`src/hw/rtl/sis_pdu_trailer_crc12_assert.svh`:
```
// Assertion macros for the SIS PDU trailer CRC12 block.
`ifndef SIS_PDU_TRAILER_CRC12_ASSERT_SVH
`define SIS_PDU_TRAILER_CRC12_ASSERT_SVH

// Same-cycle implication, disabled while reset is asserted.
`define SPTC_ASSERT_NOW(lbl, clk, rst_n, ante, cons, msg) \
    lbl: assert property (@(posedge clk) disable iff (!(rst_n)) (ante) |-> (cons)) \
        else $error(msg);

// Next-cycle implication, disabled while reset is asserted.
`define SPTC_ASSERT_NEXT(lbl, clk, rst_n, ante, cons, msg) \
    lbl: assert property (@(posedge clk) disable iff (!(rst_n)) (ante) |=> (cons)) \
        else $error(msg);

`endif

```
`src/hw/rtl/sptc_pkg.sv`:
```
// Package: types, constants and CRC helpers for the SIS PDU trailer block.
`default_nettype none

package sptc_pkg;

    localparam int PAYLOAD_W   = 64;
    localparam int CRC_W       = 12;
    localparam int CRC_REG_W   = 16;
    localparam int CRC_IN_W    = 68;
    localparam int FRAME_W     = 32;
    localparam int BLK_W       = 4;
    localparam int CFG_IDX_W   = 2;
    localparam int CFG_DATA_W  = 32;
    localparam int QUEUE_DEPTH = 2;

    localparam int FM_BLOCKS_DEF = 16;
    localparam int AM_BLOCKS_DEF = 8;

    localparam logic [CRC_REG_W-1:0] CRC_POLY     = 16'hD010;
    localparam logic [CRC_W-1:0]     CRC_XOR      = 12'h955;
    localparam logic [FRAME_W-1:0]   FRAME_START0 = 32'd800000000;
    localparam logic [5:0]           AM_UPPER_OFS = 6'd16;

    typedef enum logic [CFG_IDX_W-1:0] {
        CFG_AM_MODE     = 2'd0,
        CFG_TIME_STATUS = 2'd1,
        CFG_FRAME_START = 2'd2
    } t_cfg_idx;

    // One classified item on its way from the front to the back.
    typedef struct packed {
        logic [PAYLOAD_W-1:0] payload;
        logic                 ts_flag;
        logic [1:0]           frame_pair;
        logic [BLK_W-1:0]     block_number;
        logic                 frame_end;
    } t_item;

    typedef struct packed {
        logic full;
        logic empty;
    } t_q_stat;

    typedef logic [CRC_W-1:0] t_crc_cols [CRC_IN_W];

    function automatic logic [CRC_REG_W-1:0] crc_step(logic [CRC_REG_W-1:0] r, logic b);
        logic                 low;
        logic [CRC_REG_W-1:0] n;
        low = r[0];
        n   = {b, r[CRC_REG_W-1:1]};
        if (low) begin
            n = n ^ CRC_POLY;
        end
        return n;
    endfunction

    // Contribution of each input bit to the final CRC (linear, zero start).
    function automatic t_crc_cols crc_cols_calc();
        t_crc_cols            cols;
        logic [CRC_REG_W-1:0] r;
        for (int j = 0; j < CRC_IN_W; j++) begin
            r = '0;
            for (int k = 0; k < CRC_IN_W; k++) begin
                r = crc_step(r, (k == j));
            end
            for (int k = 0; k < CRC_REG_W; k++) begin
                r = crc_step(r, 1'b0);
            end
            cols[j] = r[CRC_W-1:0];
        end
        return cols;
    endfunction

    localparam t_crc_cols CRC_COLS = crc_cols_calc();

    // Bit j of w is the j-th bit fed into the register.
    function automatic logic [CRC_W-1:0] crc12(logic [CRC_IN_W-1:0] w);
        logic [CRC_W-1:0] acc;
        acc = CRC_XOR;
        for (int j = 0; j < CRC_IN_W; j++) begin
            if (w[j]) begin
                acc = acc ^ CRC_COLS[j];
            end
        end
        return acc;
    endfunction

endpackage

`default_nettype wire

```
`src/hw/rtl/sis_pdu_trailer_crc12.sv`:
```
// An accepted item is written into the queue, then loaded into the result register
// that drives the result ports. One item per cycle while pop keeps up; a two-entry queue
// between classifier and CRC stage plus the result register buffer items under stalls.
// The CRC is a constant XOR tree over the 68 head bits, registered in the back stage.
// Reset (synchronous, active low): queue and result empty, FM mode, time status 0,
// frame number 800000000, block counter 0.
`default_nettype none

module sis_pdu_trailer_crc12 #(
    parameter int FM_BLOCKS = sptc_pkg::FM_BLOCKS_DEF,
    parameter int AM_BLOCKS = sptc_pkg::AM_BLOCKS_DEF
) (
    input  wire logic                             i_clk,
    input  wire logic                             i_rst_n,
    input  wire logic                             push,
    output logic                                  full,
    input  wire logic [sptc_pkg::PAYLOAD_W-1:0]   i_payload_bits,
    output logic                                  empty,
    input  wire logic                             pop,
    output logic [sptc_pkg::PAYLOAD_W-1:0]        o_payload_out,
    output logic                                  o_time_status,
    output logic [1:0]                            o_frame_pair,
    output logic [sptc_pkg::CRC_W-1:0]            o_crc_value,
    output logic [sptc_pkg::BLK_W-1:0]            o_block_number,
    output logic                                  o_frame_end,
    input  wire logic                             i_cfg_we,
    input  wire logic [sptc_pkg::CFG_IDX_W-1:0]   i_cfg_idx,
    input  wire logic [sptc_pkg::CFG_DATA_W-1:0]  i_cfg_data
);

    sptc_pkg::t_item            front_item;
    sptc_pkg::t_item            q_item;
    sptc_pkg::t_item            out_item;
    sptc_pkg::t_q_stat          q_stat;
    logic                       accept;
    logic                       q_rd;
    logic                       out_valid;
    logic [sptc_pkg::CRC_W-1:0] chk_crc;

    assign accept = push && !q_stat.full;

    sptc_front #(
        .FM_BLOCKS (FM_BLOCKS),
        .AM_BLOCKS (AM_BLOCKS)
    ) u_front (
        .i_clk      (i_clk),
        .i_rst_n    (i_rst_n),
        .i_accept   (accept),
        .i_payload  (i_payload_bits),
        .i_cfg_we   (i_cfg_we),
        .i_cfg_idx  (i_cfg_idx),
        .i_cfg_data (i_cfg_data),
        .o_item     (front_item)
    );

    sptc_queue u_queue (
        .i_clk   (i_clk),
        .i_rst_n (i_rst_n),
        .i_wr    (accept),
        .i_item  (front_item),
        .i_rd    (q_rd),
        .o_item  (q_item),
        .o_stat  (q_stat)
    );

    sptc_back u_back (
        .i_clk    (i_clk),
        .i_rst_n  (i_rst_n),
        .i_q_stat (q_stat),
        .i_item   (q_item),
        .i_pop    (pop),
        .o_q_rd   (q_rd),
        .o_valid  (out_valid),
        .o_item   (out_item),
        .o_crc    (o_crc_value)
    );

    assign full           = q_stat.full;
    assign empty          = !out_valid;
    assign o_payload_out  = out_item.payload;
    assign o_time_status  = out_item.ts_flag;
    assign o_frame_pair   = out_item.frame_pair;
    assign o_block_number = out_item.block_number;
    assign o_frame_end    = out_item.frame_end;

    assign chk_crc = sptc_pkg::crc12({o_payload_out, 1'b0, o_time_status, o_frame_pair});

`include "sis_pdu_trailer_crc12_assert.svh"

    // an accepted item lands in the queue
    `SPTC_ASSERT_NEXT(a_accept_queued, i_clk, i_rst_n, accept, !q_stat.empty, "item lost")
    // a non-empty queue is followed by a valid result register
    `SPTC_ASSERT_NEXT(a_queue_drains, i_clk, i_rst_n, !q_stat.empty, !empty, "result starved")
    // result CRC matches the fields it was built from
    `SPTC_ASSERT_NOW(a_crc_match, i_clk, i_rst_n, !empty, o_crc_value == chk_crc, "crc mismatch")

endmodule

`default_nettype wire

```
`src/hw/rtl/sptc_front.sv`:
```
// Front end: config registers, block/frame counters, item classification.
`default_nettype none

module sptc_front #(
    parameter int FM_BLOCKS = sptc_pkg::FM_BLOCKS_DEF,
    parameter int AM_BLOCKS = sptc_pkg::AM_BLOCKS_DEF
) (
    input  wire logic                             i_clk,
    input  wire logic                             i_rst_n,
    input  wire logic                             i_accept,
    input  wire logic [sptc_pkg::PAYLOAD_W-1:0]   i_payload,
    input  wire logic                             i_cfg_we,
    input  wire logic [sptc_pkg::CFG_IDX_W-1:0]   i_cfg_idx,
    input  wire logic [sptc_pkg::CFG_DATA_W-1:0]  i_cfg_data,
    output sptc_pkg::t_item                       o_item
);

    localparam logic [sptc_pkg::BLK_W:0] FM_CNT = (sptc_pkg::BLK_W+1)'(FM_BLOCKS);
    localparam logic [sptc_pkg::BLK_W:0] AM_CNT = (sptc_pkg::BLK_W+1)'(AM_BLOCKS);

    logic                            r_am_mode;
    logic                            r_ts;
    logic [sptc_pkg::FRAME_W-1:0]    r_frame;
    logic [sptc_pkg::BLK_W-1:0]      r_blk;
    logic [sptc_pkg::FRAME_W-1:0]    n_frame;
    logic [sptc_pkg::BLK_W-1:0]      n_blk;

    logic [2*sptc_pkg::FRAME_W-1:0]  frame_ext;
    logic [5:0]                      shift;
    logic [sptc_pkg::BLK_W:0]        blocks;
    logic                            last;
    logic                            start_wr;

    always_comb begin
        blocks    = r_am_mode ? AM_CNT : FM_CNT;
        last      = ({1'b0, r_blk} + 1'b1) >= blocks;
        // AM sends the upper pair on frames that are a multiple of four
        shift     = {1'b0, r_blk, 1'b0};
        if (r_am_mode && (r_frame[1:0] == 2'b00)) begin
            shift = shift + sptc_pkg::AM_UPPER_OFS;
        end
        frame_ext = {{sptc_pkg::FRAME_W{1'b0}}, r_frame};

        o_item.payload      = i_payload;
        o_item.ts_flag      = r_ts;
        o_item.frame_pair   = frame_ext[shift +: 2];
        o_item.block_number = r_blk;
        o_item.frame_end    = last;
    end

    assign start_wr = i_cfg_we && (i_cfg_idx == sptc_pkg::CFG_FRAME_START);

    always_comb begin
        n_frame = r_frame;
        n_blk   = r_blk;
        if (i_accept) begin
            if (last) begin
                n_blk   = '0;
                n_frame = r_frame + 1'b1;
            end else begin
                n_blk   = r_blk + 1'b1;
            end
        end else if (start_wr && (r_blk == '0)) begin
            n_frame = i_cfg_data;
        end
    end

    always_ff @(posedge i_clk) begin
        if (!i_rst_n) begin
            r_am_mode <= 1'b0;
            r_ts      <= 1'b0;
            r_frame   <= sptc_pkg::FRAME_START0;
            r_blk     <= '0;
        end else begin
            r_frame <= n_frame;
            r_blk   <= n_blk;
            if (i_cfg_we) begin
                unique case (i_cfg_idx)
                    sptc_pkg::CFG_AM_MODE:     r_am_mode <= i_cfg_data[0];
                    sptc_pkg::CFG_TIME_STATUS: r_ts      <= i_cfg_data[0];
                    default: ;
                endcase
            end
        end
    end

endmodule

`default_nettype wire

```
`src/hw/rtl/sptc_queue.sv`:
```
// Short item queue between front and back.
`default_nettype none

module sptc_queue (
    input  wire logic              i_clk,
    input  wire logic              i_rst_n,
    input  wire logic              i_wr,
    input  wire sptc_pkg::t_item   i_item,
    input  wire logic              i_rd,
    output sptc_pkg::t_item        o_item,
    output sptc_pkg::t_q_stat      o_stat
);

    localparam int PTR_W = $clog2(sptc_pkg::QUEUE_DEPTH);
    localparam int CNT_W = $clog2(sptc_pkg::QUEUE_DEPTH + 1);
    localparam logic [CNT_W-1:0] DEPTH_CNT = CNT_W'(sptc_pkg::QUEUE_DEPTH);
    localparam logic [PTR_W-1:0] LAST_PTR  = PTR_W'(sptc_pkg::QUEUE_DEPTH - 1);

    sptc_pkg::t_item       r_slot [sptc_pkg::QUEUE_DEPTH];
    logic [PTR_W-1:0]      r_wr_ptr;
    logic [PTR_W-1:0]      r_rd_ptr;
    logic [CNT_W-1:0]      r_count;
    logic [CNT_W-1:0]      n_count;
    logic                  wr_en;
    logic                  rd_en;

    assign o_stat.full  = (r_count == DEPTH_CNT);
    assign o_stat.empty = (r_count == '0);
    assign wr_en        = i_wr && !o_stat.full;
    assign rd_en        = i_rd && !o_stat.empty;
    assign o_item       = r_slot[r_rd_ptr];

    always_comb begin
        n_count = r_count;
        if (wr_en && !rd_en) begin
            n_count = r_count + 1'b1;
        end else if (rd_en && !wr_en) begin
            n_count = r_count - 1'b1;
        end
    end

    always_ff @(posedge i_clk) begin
        if (!i_rst_n) begin
            r_wr_ptr <= '0;
            r_rd_ptr <= '0;
            r_count  <= '0;
        end else begin
            r_count <= n_count;
            if (wr_en) begin
                r_wr_ptr <= (r_wr_ptr == LAST_PTR) ? '0 : r_wr_ptr + 1'b1;
            end
            if (rd_en) begin
                r_rd_ptr <= (r_rd_ptr == LAST_PTR) ? '0 : r_rd_ptr + 1'b1;
            end
        end
    end

    always_ff @(posedge i_clk) begin
        if (wr_en) begin
            r_slot[r_wr_ptr] <= i_item;
        end
    end

endmodule

`default_nettype wire

```
`src/hw/rtl/sptc_back.sv`:
```
// Back end: CRC over the completed PDU head and the result register.
`default_nettype none

module sptc_back (
    input  wire logic                         i_clk,
    input  wire logic                         i_rst_n,
    input  wire sptc_pkg::t_q_stat            i_q_stat,
    input  wire sptc_pkg::t_item              i_item,
    input  wire logic                         i_pop,
    output logic                              o_q_rd,
    output logic                              o_valid,
    output sptc_pkg::t_item                   o_item,
    output logic [sptc_pkg::CRC_W-1:0]        o_crc
);

    logic                       r_valid;
    logic                       n_valid;
    sptc_pkg::t_item            r_item;
    logic [sptc_pkg::CRC_W-1:0] r_crc;
    logic                       load;
    logic [sptc_pkg::CRC_IN_W-1:0] crc_word;

    assign load    = !i_q_stat.empty && (!r_valid || i_pop);
    assign o_q_rd  = load;
    // reserved zero, then time status, then frame pair
    assign crc_word = {i_item.payload, 1'b0, i_item.ts_flag, i_item.frame_pair};

    always_comb begin
        n_valid = r_valid;
        if (load) begin
            n_valid = 1'b1;
        end else if (i_pop) begin
            n_valid = 1'b0;
        end
    end

    always_ff @(posedge i_clk) begin
        if (!i_rst_n) begin
            r_valid <= 1'b0;
        end else begin
            r_valid <= n_valid;
        end
    end

    always_ff @(posedge i_clk) begin
        if (load) begin
            r_item <= i_item;
            r_crc  <= sptc_pkg::crc12(crc_word);
        end
    end

    assign o_valid = r_valid;
    assign o_item  = r_item;
    assign o_crc   = r_crc;

endmodule

`default_nettype wire
```
`config.mk`:
```
export PLATFORM = sky130hd
export DESIGN_NAME = sis_pdu_trailer_crc12
export DESIGN_NICKNAME = d
export VERILOG_FILES = /design/src/hw/rtl/sptc_pkg.sv /design/src/hw/rtl/sis_pdu_trailer_crc12.sv /design/src/hw/rtl/sptc_front.sv /design/src/hw/rtl/sptc_queue.sv /design/src/hw/rtl/sptc_back.sv
export VERILOG_INCLUDE_DIRS = /design/src /design/src/hw/rtl
export SDC_FILE = /design/constraint.sdc
export NUM_CORES = 1
export LEC_CHECK = 0
export BUFFER_PORTS_ARGS = -buffer_cell sky130_fd_sc_hd__buf_2
export CAP_MARGIN = 20
export CORE_MARGIN = 3
export CORE_UTILIZATION = 52
export DETAILED_ROUTE_END_ITERATION = 12
export PLACE_DENSITY = 0.79
export SYNTH_ARGS = -nofsm -noshare
export SYNTH_HDL_FRONTEND = slang
export SYNTH_SLANG_ARGS = --single-unit
```
`constraint.sdc`:
```
create_clock -name i_clk -period 5.2 [get_ports i_clk]
set_input_delay 0.78 -clock i_clk [delete_from_list [all_inputs] [get_ports i_clk]]
set_output_delay 0.78 -clock i_clk [all_outputs]
set_load 0.05 [all_outputs]
```
==> impl_metrics.ini <==
[timing]
final_hold_viol_count = 0
final.min_clock_period_ns = 3.24
period_share = 0.622
fmax_mhz = 309
fin_skew_ns = 0.00646
slew_headroom = 0.287
rsz0062_at_grt = no
setup-violations-final = 0
worstMarginPinSlew_ns = 1.07
setup-tns-final_ns = 0
drv_slew = 0

[final_layout]
nets = 1214
postLayoutCoreUtil = 0.618
mostFrequentLayoutCell = edfxtp_1
final_cell_mix = edfxtp_1, buf_2, xnor2_1, xor2_1, inv_1
areaGrowthSynthToFinish_pct = 16.6
drive_gt1_frac = 0.285

[cts]
post_cts_buffers = 0
clock_latency_ns = 0.53
cts_max_path_buffers = 3
clk_pin_slew_ns = 0.06
cts_resized = 0
cts_inserted_buffers = 28
root_buffer = clkbuf_16
cts_hold_buffers = 0
cts_tree = built
cts.sinks = 272
h-tree-depth = 1

[global_routing]
grtUsageTotal = 0.210
grt_max_degree = 73
antenna_found_initial = 4
grt_pass1_wl_um = 43400
grt_overflow_total = 0
grt_pass1_vias = 7913

[synthesis]
ys_ff_latch = 272
synthAdderAreaFrac = 0.00679
async_reset_ff_frac = 0
synth_compound_area_frac = 0.0583
yosysSeqAreaShare = 0.599
synth-simple-area-share = 0.0547
synthFlopType = edfxtp_1
synth_area_per_cell_sq_um = 14.1
muxShareOfSynthArea = 0.101
synth_cells = 914
synth_edf_count = 228
ys.warnings.count = 0
synth_xor_xnor_area_share = 0.148
synth_top_family_by_area = XOR/XNOR gates
yosys.cell_types.count = 61
syn_nets = 1024
synth_area_sq_um = 12900

[setup_path]
reg2regPathDepth = 6
end_kind = register
crit_required_ns = 5.46
cp.arrival_ns = 3.50
path_max_fanout = 45
critPathKind = register to register
ff2ff_setup_slack_ns = 1.96
regToRegEndpoint = u_back.o_crc[9]
cp-start-kind = register

[routing]
antenna_left = 0
drc = 0
drt_iter0_drc = 759
vias_per_cell = 5.51
drt-total-wl_um = 28800
drtPass1Iterations = 5
routedWlPerCell_um = 19.9
vias = 7989

[floorplanning]
core_area_sq_um = 24300
die_w_um = 163
die_h_um = 163
initial_core_util = 0.530
core.rowCount = 57
io_pins = 189
die-area_sq_um = 26700

[place]
dpl.hpwl_um = 20200
placement.io_buffers = 188
gp_congestion = 0.890

[power]
powerDensity_nw_per_um2 = 762
p_leak_nw = 5.59
peakVddDrop_mv = 0.459

[min_path]
hold_path_class = input port to register
hold_path.startpoint = i_payload_bits[38]
whs_endpoint = u_queue.r_slot[0][46]
hold_depth = 1

[status]
status = completed

[flow_run]
drv_cap = 0
[routing by layer]
metal  GRT usage  routed length [um]
met5           0                  27
met3      0.0459                2300
met1       0.272               11600
met2       0.355               14100
met4      0.0669                 821
[worst max-delay path by stage]
stage,from,end,slack (ns),depth (start not counted)
detailed placement,register,u_back.o_crc[2],1.95,6
CTS,register,u_back.o_crc[2],1.94,6
finish,register,u_back.o_crc[9],1.96,6
global route,u_front.r_blk[0],u_front.r_frame[8],1.77,8
floorplan,push,u_queue.r_slot[0][0],0.40,4
global placement,register,u_back.o_crc[3],2.07,6
[power breakdown]
group          internal, W  switching [W]  leakage [nW]
combinational      0.00255        0.00328          2.62
sequential         0.00332       0.000288          2.51
clock              0.00121       0.000810         0.461
total              0.00708        0.00437          5.59
[area by class of cell]
type,instances,area (sq um)
multi-input cells,559,4770
fillers,1826,9290
clock inverters,19,194
repair buffers,195,1010
diodes,2,5.00
well taps,324,405
clock buffers,32,737
inverters,48,180
flip-flops and latches,272,7730
[per-stage QoR]
step                      total power, W  cell area [sq um]  worst slack, ns  hold WS (ns)  cells
after floorplan                  0.00843              12900            0.402         0.425    914
after global placement           0.00939              14100             2.07         0.493   1398
after detailed placement         0.00948              14100             1.95         0.507   1398
after CTS                         0.0115              15000             1.94         0.415   1449
after global routing              0.0120              15000             1.77         0.417   1451
final                             0.0115              15000             1.96         0.436   1451
[cell families (layout without fill, tap and decap cells)]
kind of cell,Yosys count,count (layout)
AND/OR/NAND/NOR,146,146
buffers and inverters,83,294
multiplexers,100,100
adder cells (fa/ha/maj),7,7
AO/OA/AOI/OAI,120,120
flip-flops,272,272
other,0,2
XOR/XNOR,186,186
[registers in the layout, indices dropped and copies added (netlist names), named ones only]
name               count
u_back.o_crc          12
u_queue.r_count        2
u_back.o_item         72
u_front.r_frame       32
u_front.r_blk          4
u_queue.r_slot       144
u_back.o_valid         1
u_queue.r_rd_ptr       1
u_front.r_am_mode      1
u_front.r_ts           1
u_queue.r_wr_ptr       1
[critical path, stage by stage, from the launching register on]
cell	delay (ns)
dfxtp_4	0.83
buf_12	0.36
mux2i_1	0.38
xnor2_1	0.27
xnor3_1	0.51
xnor3_1	0.39
xnor2_1	0.13
[Yosys cell counts (all sizes together), types with 3 or more instances]
master / number / area, sq um
o22ai: 8 / 50.1
or3: 3 / 18.8
edfxtp: 228 / 6850
nor2: 45 / 169
o21ai: 27 / 135
mux2: 36 / 405
mux2i: 54 / 666
buf: 13 / 160
dfxtp: 44 / 881
nor3: 8 / 40.0
and2: 7 / 43.8
clkbuf: 22 / 82.6
o221a: 3 / 33.8
a211oi: 4 / 30.0
and3: 9 / 56.3
a21oi: 38 / 190
xnor3: 15 / 338
o211ai: 6 / 45.0
nor4: 4 / 25.0
inv: 48 / 180
a31oi: 12 / 75.1
ha: 7 / 87.6
nand2: 33 / 124
xor2: 53 / 479
mux4: 10 / 225
xnor2: 117 / 1060
nand4: 8 / 50.1
nand3: 16 / 80.1
Power figures use the tool's default switching activity.
